==> src/sv/dnsd_pkg.sv <==
// dnsd_pkg: constants, status codes and controller/datapath types of the DNS name decompressor
// no dependencies; imported by dnsd_ctrl, dnsd_datapath and dns_name_decompressor_top
`default_nettype none

package dnsd_pkg;

	localparam int MSG_BYTES     = 512;
	localparam int NAME_BYTES    = 256;
	localparam int MAX_HOPS      = 16;
	localparam int CHUNK_BYTES   = 8;
	localparam int POINTER_BYTES = 2;

	localparam int MSG_AW  = $clog2(MSG_BYTES);
	localparam int NAME_AW = $clog2(NAME_BYTES);
	localparam int MLEN_W  = 10;
	localparam int CAP_W   = 9;
	localparam int NCNT_W  = NAME_AW + 1;
	localparam int HOP_W   = 5;
	localparam int LEN_W   = 8;
	localparam int FS_W    = 10;
	localparam int CNT_W   = 4;
	localparam int CHUNK_W = 8 * CHUNK_BYTES;
	localparam int TGT_W   = 14;

	localparam int IN_W         = 32;
	localparam int OUT_FIELDS_W = CHUNK_W + CNT_W + LEN_W + FS_W;
	localparam int OUT_W        = ((OUT_FIELDS_W + 7) / 8) * 8;
	localparam int CFG_W        = MLEN_W;

	localparam logic       MODE_LOAD    = 1'b0;
	localparam logic       MODE_DECODE  = 1'b1;
	localparam logic       CFG_MSG_LEN  = 1'b0;
	localparam logic       CFG_NAME_CAP = 1'b1;
	localparam logic [1:0] PTR_TAG      = 2'b11;
	localparam logic [7:0] DOT_CHAR     = 8'h2E;

	typedef enum logic [1:0] {
		ST_OK       = 2'd0,
		ST_TOO_LONG = 2'd1,
		ST_OOB      = 2'd2,
		ST_HOPS     = 2'd3
	} status_t;

	typedef struct packed {
		logic    load_wr;
		logic    start;
		logic    take_ptr;
		logic    take_label;
		logic    follow;
		logic    text_step;
		logic    dot_step;
		logic    finish;
		logic    gather;
		logic    push;
		logic    chunk_clear;
		logic    err_set;
		status_t err_code;
	} dnsd_cmd_t;

	typedef struct packed {
		logic cursor_oob;
		logic byte_zero;
		logic byte_ptr;
		logic too_long;
		logic label_oob;
		logic hops_full;
		logic target_oob;
		logic rem_last;
		logic cap_zero;
		logic cap_none;
		logic chunk_full;
		logic name_done;
		logic out_free;
		logic err_pending;
	} dnsd_stat_t;

endpackage

`default_nettype wire

==> src/sv/dnsd_ctrl.sv <==
// dnsd_ctrl: state machine that sequences load, name walk, chunk gather and result push
// depends on dnsd_pkg; drives dnsd_datapath through dnsd_cmd_t
`default_nettype none

module dnsd_ctrl (
	input  wire logic                clk,
	input  wire logic                arst_n,
	input  wire logic                in_valid,
	input  wire logic                in_mode,
	output logic                     in_ready,
	input  wire dnsd_pkg::dnsd_stat_t stat,
	output dnsd_pkg::dnsd_cmd_t      cmd
);
	import dnsd_pkg::*;

	typedef enum logic [6:0] {
		S_IDLE   = 7'b0000001,
		S_HEAD   = 7'b0000010,
		S_PTR2   = 7'b0000100,
		S_TEXT   = 7'b0001000,
		S_DOT    = 7'b0010000,
		S_GATHER = 7'b0100000,
		S_PUSH   = 7'b1000000
	} state_t;

	state_t state_q, state_d;

	assign in_ready = (state_q == S_IDLE);

	always_comb begin
		state_d = state_q;
		cmd     = '0;
		case (state_q)
			S_IDLE: begin
				if (in_valid) begin
					if (in_mode == MODE_DECODE) begin
						cmd.start = 1'b1;
						state_d   = S_HEAD;
					end else begin
						cmd.load_wr = 1'b1;
					end
				end
			end
			S_HEAD: begin
				if (stat.cursor_oob) begin
					cmd.err_set  = 1'b1;
					cmd.err_code = ST_OOB;
					state_d      = S_PUSH;
				end else if (stat.byte_zero) begin
					if (stat.cap_none) begin
						cmd.err_set  = 1'b1;
						cmd.err_code = ST_TOO_LONG;
						state_d      = S_PUSH;
					end else begin
						cmd.finish = 1'b1;
						state_d    = S_GATHER;
					end
				end else if (stat.byte_ptr) begin
					cmd.take_ptr = 1'b1;
					state_d      = S_PTR2;
				end else if (stat.too_long) begin
					cmd.err_set  = 1'b1;
					cmd.err_code = ST_TOO_LONG;
					state_d      = S_PUSH;
				end else if (stat.label_oob) begin
					cmd.err_set  = 1'b1;
					cmd.err_code = ST_OOB;
					state_d      = S_PUSH;
				end else begin
					cmd.take_label = 1'b1;
					state_d        = S_TEXT;
				end
			end
			S_PTR2: begin
				if (stat.cursor_oob) begin
					cmd.err_set  = 1'b1;
					cmd.err_code = ST_OOB;
					state_d      = S_PUSH;
				end else if (stat.hops_full) begin
					cmd.err_set  = 1'b1;
					cmd.err_code = ST_HOPS;
					state_d      = S_PUSH;
				end else if (stat.target_oob) begin
					cmd.err_set  = 1'b1;
					cmd.err_code = ST_OOB;
					state_d      = S_PUSH;
				end else begin
					cmd.follow = 1'b1;
					state_d    = S_HEAD;
				end
			end
			S_TEXT: begin
				cmd.text_step = 1'b1;
				if (stat.rem_last) begin
					state_d = S_DOT;
				end
			end
			S_DOT: begin
				if (stat.cap_zero) begin
					cmd.err_set  = 1'b1;
					cmd.err_code = ST_TOO_LONG;
					state_d      = S_PUSH;
				end else begin
					cmd.dot_step = 1'b1;
					state_d      = S_HEAD;
				end
			end
			S_GATHER: begin
				if (stat.chunk_full || stat.name_done) begin
					state_d = S_PUSH;
				end else begin
					cmd.gather = 1'b1;
				end
			end
			S_PUSH: begin
				if (stat.out_free) begin
					cmd.push = 1'b1;
					if (stat.err_pending || stat.name_done) begin
						state_d = S_IDLE;
					end else begin
						cmd.chunk_clear = 1'b1;
						state_d         = S_GATHER;
					end
				end
			end
			default: begin
				state_d = S_IDLE;
			end
		endcase
	end

	always_ff @(posedge clk or negedge arst_n) begin
		if (!arst_n) begin
			state_q <= S_IDLE;
		end else begin
			state_q <= state_d;
		end
	end

endmodule

`default_nettype wire

==> config.mk <==
export PLATFORM = sky130hd
export DESIGN_NAME = dnsd_ctrl
export DESIGN_NICKNAME = d
export VERILOG_FILES = /design/src/sv/dnsd_pkg.sv /design/src/sv/dnsd_ctrl.sv
export SDC_FILE = /design/constraint.sdc
export NUM_CORES = 1
export LEC_CHECK = 0
export BUFFER_PORTS_ARGS = -buffer_cell sky130_fd_sc_hd__buf_2
export CAP_MARGIN = 20
export CORE_MARGIN = 2
export CORE_UTILIZATION = 30
export CTS_CLUSTER_SIZE = 14
export DETAILED_ROUTE_END_ITERATION = 10
export HOLD_SLACK_MARGIN = 0.02
export PLACE_DENSITY = 0.57
export SYNTH_ARGS = -nofsm -noshare
export SYNTH_HDL_FRONTEND = slang
export SYNTH_SLANG_ARGS = --single-unit
==> constraint.sdc <==
create_clock -name clk -period 2.4 [get_ports clk]
set_input_delay 0.36 -clock clk [delete_from_list [all_inputs] [get_ports clk]]
set_output_delay 0.36 -clock clk [all_outputs]
set_load 0.02 [all_outputs]
==> results of run 1 <==
[synthesized netlist by cell type]
library cell  n
nor2_1        9
dfrtp_1       6
nor3_1        6
nor4b_1       5
nand2_1       4
nand2b_1      4
o21ai_0       4
a21o_1        3
a21oi_1       3
and3_1        3
nor4_1        3
a211o_1       2
a211oi_1      2
buf_6         2
clkbuf_1      2
nor4b_2       2
or2_2         2
a2111oi_0     1
a22oi_1       1
and2_1        1
buf_2         1
dfstp_2       1
nand3_1       1
nand4_1       1
nor2b_1       1
nor3b_1       1
nor4b_4       1
o31a_1        1
o31ai_1       1
or3_1         1
or3_4         1
or3b_2        1
or4_1         1
or4b_2        1
xnor2_1       1
[cell families after synthesis]
| family | Yosys count | synth area share (%) |
|---|---|---|
| and+or+nand+nor | 49 | 48.8 |
| buffers and inverters | 5 | 5.23 |
| xor gates and xnor gates | 1 | 1.31 |
| AOI/OAI and AO/OA | 18 | 18.3 |
| DFF | 7 | 26.4 |
[layout make-up]
class                      count  area, sq um  share of cell area, %
clock buffer                   4         26.3                   2.72
tap                           28         35.0                   3.62
timing repair buffer          41          233                   24.1
multi-input combinational     68          497                   51.4
sequential                     7          176                   18.2
[final timing paths]
| path | to | slack, ns | cells after the start |
|---|---|---|---|
| setup / recovery | cmd[10] | 0.08 | 4 |
| hold / removal | state_q[2] | 0.38 | 2 |
| setup reg to reg | state_q[6] | 0.32 | 5 |
| hold reg to reg | state_q[4] | 0.76 | 2 |
| min in group asynchronous | state_q[5] | 0.47 | 2 |
| max in group asynchronous | state_q[0] | 1.68 | 2 |
[per-layer routing]
| metal | vias up | share of wire (%) | GRT usage [%] | wire, microns |
|---|---|---|---|---|
| li1 | 385 | - | - | - |
| met2 | 25 | 47 | 24.0 | 906 |
| met5 | - | 0 | 0 | 0 |
| met4 | 0 | 3.6 | 12.3 | 70 |
| met1 | 377 | 46 | 20.8 | 900 |
| met3 | 6 | 3.5 | 1.75 | 68 |
[what timing repair did]
action,4_1_cts,5_1_grt
endpoints found under the setup margin,2,7
hold buffers,1,0
hold endpoints to repair,6,0
gates resized for setup,3,2
pin swaps,0,2
[report_power, final]
group,switching (mW),internal [mW]
combinational,0.202,0.156
sequential,0.0303,0.144
clock,0.0439,0.0635
total,0.276,0.364
==> impl_results.md, run 1 <==
* Post-synthesis net count at 98
* Largest net degree at the start of global routing at 10
* Finished Cell Area at slightly below 1000 sq um
* Number of port buffers at 32
* Dpl hpwl at 1540 microns
* Reg clk slew, reported paths at 0.06 ns
* Initial antenna violation count at 0
* Ports at 33
* Yosys top cell area share at 22.4%
* CP max-delay cell: or3_1
* Period utilization at about 97%
* Worst Hold Class: in -> reg
* Largest Register: state_q
* Initial DRC Count at 17
* Worst setup EP type: primary output
* Max FFs per register at 7
* Sequential share of the synthesized area at 26.4%
* Hold Slack at 0.380 ns
* Non-Filler Instances at 148
* CP Class: reg -> out
* Filler cell count at about 240
* Power density cells at roughly 660 nW/um^2
* Post-DR vias/cell at 5.36
* Setup_tns at 0 ns
* Worst Setup Slack post-DPL at 0.132 ns
* Syn Area/Cell at 8.37 sq um
* Die X-Extent at 51.2 microns
* Global-route wire length before repair at 3130 microns
* Critical path, cell by cell: or3_1 -> or3_4 -> nor4b_2 -> buf_2
* Total core area at 2170 sq um
* Post-layout net count at roughly 140
* Status: finished, final reports clean
* Gp weighted congestion at 0.842
* Syn. warnings at 0
* Synthesized instance count at 80
* Antenna cell count at 0
* Routed Antenna Nets at 0
* Die area at 2630 sq um
* Routed WL at 1950 microns
* RSZ-0062 raised after global routing: false
* Top Registers: state_q: 7 flops
* TritonCTS buffer count at 3
* Syn-to-layout area delta at 44.5%
* PnR Total Power at 0.640 mW
* CTS sink cnt at 7
* Max cap viols at 0
* Commonest non-fill, non-tap cell in the layout: buf_2
* Leak at a little under 0.5 nW
* Worst-Margin Slew at 0.413 ns
* Crit path launch: state_q[6]
* CP startpoint kind: flop
* Synth top area cells: dfrtp_1 22%, nor4b_1 6.5%, nor2_1 5.0%
* Most frequent cells in the layout: 31 x buf_2, 9 x nor2_1, 9 x buf_4
* Launch point of the worst reg-to-reg path: state_q[6]
* Synthesized area at 669 sq um
* CP delay by family, top: simple AND/OR/NAND/NOR gates
* Drt wl/cell at 13.1 microns
* Worst vdd ir at 0.000539 V
* Rel. slew slack at 72.2%
* Overall Global Routing Usage at 16.0%
* Worst path max stage delay at 0.44 ns
* Final Core Density at between 40% and 50%
* 1st-pass router iterations at 4
* Register bit total from synthesis at 7
* H-tree depth at 1
* Layout cells sized above 1 at 49.2%
* Placed insts at 143
* Synth cell types at 35
* Worst Path Arrival at 1.96 ns
* Root buffer cell: clkbuf_4
* Final setup fails at 0
* CTS tree: built
* GRT overflow at 0
* Hold Crit Start: stat[12]
* Skew-Pair Late Insertion Delay at 0.25 ns
* CP Data Required Time at just over 2 ns
* Fmax at 0.431 GHz
* Initial Utilization at a little under a third
* Final Hold Fails at 0
* Clock Tree Buf Depth at 2
* Synth area leader: dfrtp_1
* Clock Skew at ~0.011 ns
* Crit path buf inv count at 1
* Die Y at 51.2 microns
* Post-DP Area at around 900 sq um
* Worst Slack Setup Final at 0.0798 ns
* # DRC at 0
* Crit-path max FO at 7
* # rows at 17
* Final Max Tran Viols at 0
* Post-CTS setup buffer count at 0
* Via count at 793
* Final Critical Period at 2.32 ns
* Vias in the first global route at 744
(Power assumes the default switching activity.)
==> run 2: changes to the inputs <==
- clock period: 2.4 -> 2.3 ns (I/O delays scaled with it)
==> run 2 against run 1 <==
Net effect:
- the flow now finishes with violations (negative setup slack)
- die area stayed put
- sequential power hardly changed
- clock-buffer cell count stayed put
- critical endpoint unchanged
- clock skew is 0.0015 ns lower
- combinational power is 20% higher
- total power is 12% higher
- first-iteration DRC count is 29% lower
- routed wire length is 2.5% higher
- critical path type unchanged
- hold slack better by 0.010 ns
==> impl_results.md, run 2 (synthesis gave the netlist of run 1 again) <==
* Period utilization at 100%
* Die area at 2630 sq um
* Most frequent cells in the layout: 25 x buf_2, 20 x buf_4, 8 x nor2_1
* Worst vdd ir at 0.000416 V
* CTS tree: built
* Initial antenna violation count at 0
* Placed insts at 146
* Worst Setup Slack post-DPL at 0.0392 ns
* Vias in the first global route at 722
* # rows at 17
* Largest Register: state_q
* Worst setup EP type: primary output
* Non-Filler Instances at 154
* Die Y at 51.2 microns
* Final Critical Period at 2.31 ns
* Worst-Margin Slew at ~0.47 ns
* CP Data Required Time at around 2.0 ns
* Worst path max stage delay at 0.48 ns
* 1st-pass router iterations at 4
* Top Registers: state_q: 7 flops
* Initial DRC Count at 12
* Routed WL at 1990 microns
* Hold Slack at 0.390 ns
* Crit-path max FO at 7
* # DRC at 0
* Layout cells sized above 1 at 54.0%
* Leak at 0.532 nW
* Global-route wire length before repair at approximately 3000 microns
* Overall Global Routing Usage at approximately 15%
* Finished Cell Area at around 1100 sq um
* Post-layout net count at 145
* Ports at 33
* Internal at 0.410 mW
* Most used cell, CP: or3_4
* Filler cell count at 215
* Syn-to-layout area delta at 61.5%
* Power density cells at 661 nW/um^2
* RSZ-0062 raised after global routing: true
* Setup_tns at -0.00707 ns
* GRT overflow at 0
* Dpl hpwl at 1530 microns
* Worst Slack Setup Final at -0.00707 ns
* Gp weighted congestion at 0.821
* CP delay by family, top: simple AND/OR/NAND/NOR gates
* Largest net degree at the start of global routing at 10
* CP startpoint kind: flop
* H-tree depth at 1
* Worst Hold Depth at 2
* Crit path buf inv count at 1
* Net Switching at between 0.3 and 0.4 mW
* Initial Utilization at 30.9%
* Net Sw Frac at a little over two fifths
* CTS sink cnt at 7
* CP max-delay cell: or3_4
* Routed Antenna Nets at 0
* Critical path, cell by cell: or3_4 -> or3_4 -> nor4b_4 -> buf_4
* Antenna cell count at 0
* Max FFs per register at 7
* Via count at 819
* Clock Tree Buf Depth at 2
* TritonCTS buffer count at 3
* Final Hold Fails at 0
* Root buffer cell: clkbuf_4
* Reg power frac at 24.2%
* Worst Path Arrival at 1.96 ns
* Clock Skew at 0.00961 ns
* Max cap viols at 0
* Fmax at 0.433 GHz
* Drt wl/cell at 12.9 microns
* Post-DP Area at between 900 and 1000 sq um
* Worst R2R Path Depth at 5
* Final setup fails at 1
* Status: finished with violations
* Number of port buffers at 32
* Post-DR vias/cell at about 5.3
* Gate power share at 60.0%
* Commonest non-fill, non-tap cell in the layout: buf_2
* Reg clk slew, reported paths at 0.06 ns
* Rel. slew slack at 68.3%
* CP Class: reg -> out
* Failing checks: negative setup slack
* Final Max Tran Viols at 0
* Total core area at 2170 sq um
* Skew-Pair Late Insertion Delay at 0.25 ns
* Worst path depth at 4
* Die X-Extent at a little over 50 microns
* Clock power share at 15.8%
* Worst Hold Class: in -> reg
[run 2: changes by cell type in the layout (fill, tap and decap cells not counted), sizes merged]
cell / change
buf: +6
[run 2: final timing paths]
kind                                 start         end  slack (ns)
worst min register to register  state_q[1]  state_q[4]        0.73
max in group asynchronous           arst_n  state_q[0]        1.61
worst max-delay path            state_q[4]     cmd[10]      -0.007
worst min-delay path              stat[12]  state_q[2]        0.39
worst max register to register  state_q[6]  state_q[6]        0.23
min in group asynchronous           arst_n  state_q[6]        0.45
[run 2: per-layer routing]
metal | GRT usage [%] | vias up | wire length [microns]
met1 | 21.0 | 382 | 933
met4 | 6.58 | 0 | 21
li1 | - | 407 | -
met5 | 0 | - | 0
met3 | 1.75 | 2 | 79
met2 | 24.7 | 28 | 959
[run 2: per-stage QoR]
step                power [mW]  utilization [%]
finish                   0.715             49.8
global placement         0.555             42.8
CTS                      0.682             45.7
floorplan                0.419                -
detailed placement       0.551             42.8
global route             0.760             49.8
[run 2: power by group through the flow]
stage,clock network [mW],logic (mW),registers (mW)
detailed placement,0,0.378,0.173
global placement,0,0.382,0.174
finish,0.113,0.429,0.173
global route,0.122,0.463,0.175
floorplan,0,0.243,0.176
CTS,0.115,0.395,0.172
[run 2: final cells by class]
type	instances	area, sq um	area share (%)
clock buffers	4	26.3	2.43
multi-input cells	68	547	50.6
flip-flops and latches	7	176	16.3
well taps	28	35.0	3.24
repair buffers	47	297	27.4
[run 2: what timing repair did]
| item | CTS | global route |
|---|---|---|
| gates resized for setup | 5 | 15 |
| endpoints found under the hold margin | 6 | 0 |
| hold buffers | 1 | 0 |
| setup endpoints to repair | 6 | 11 |
| setup buffers | 0 | 3 |
| pin swaps | 2 | 4 |
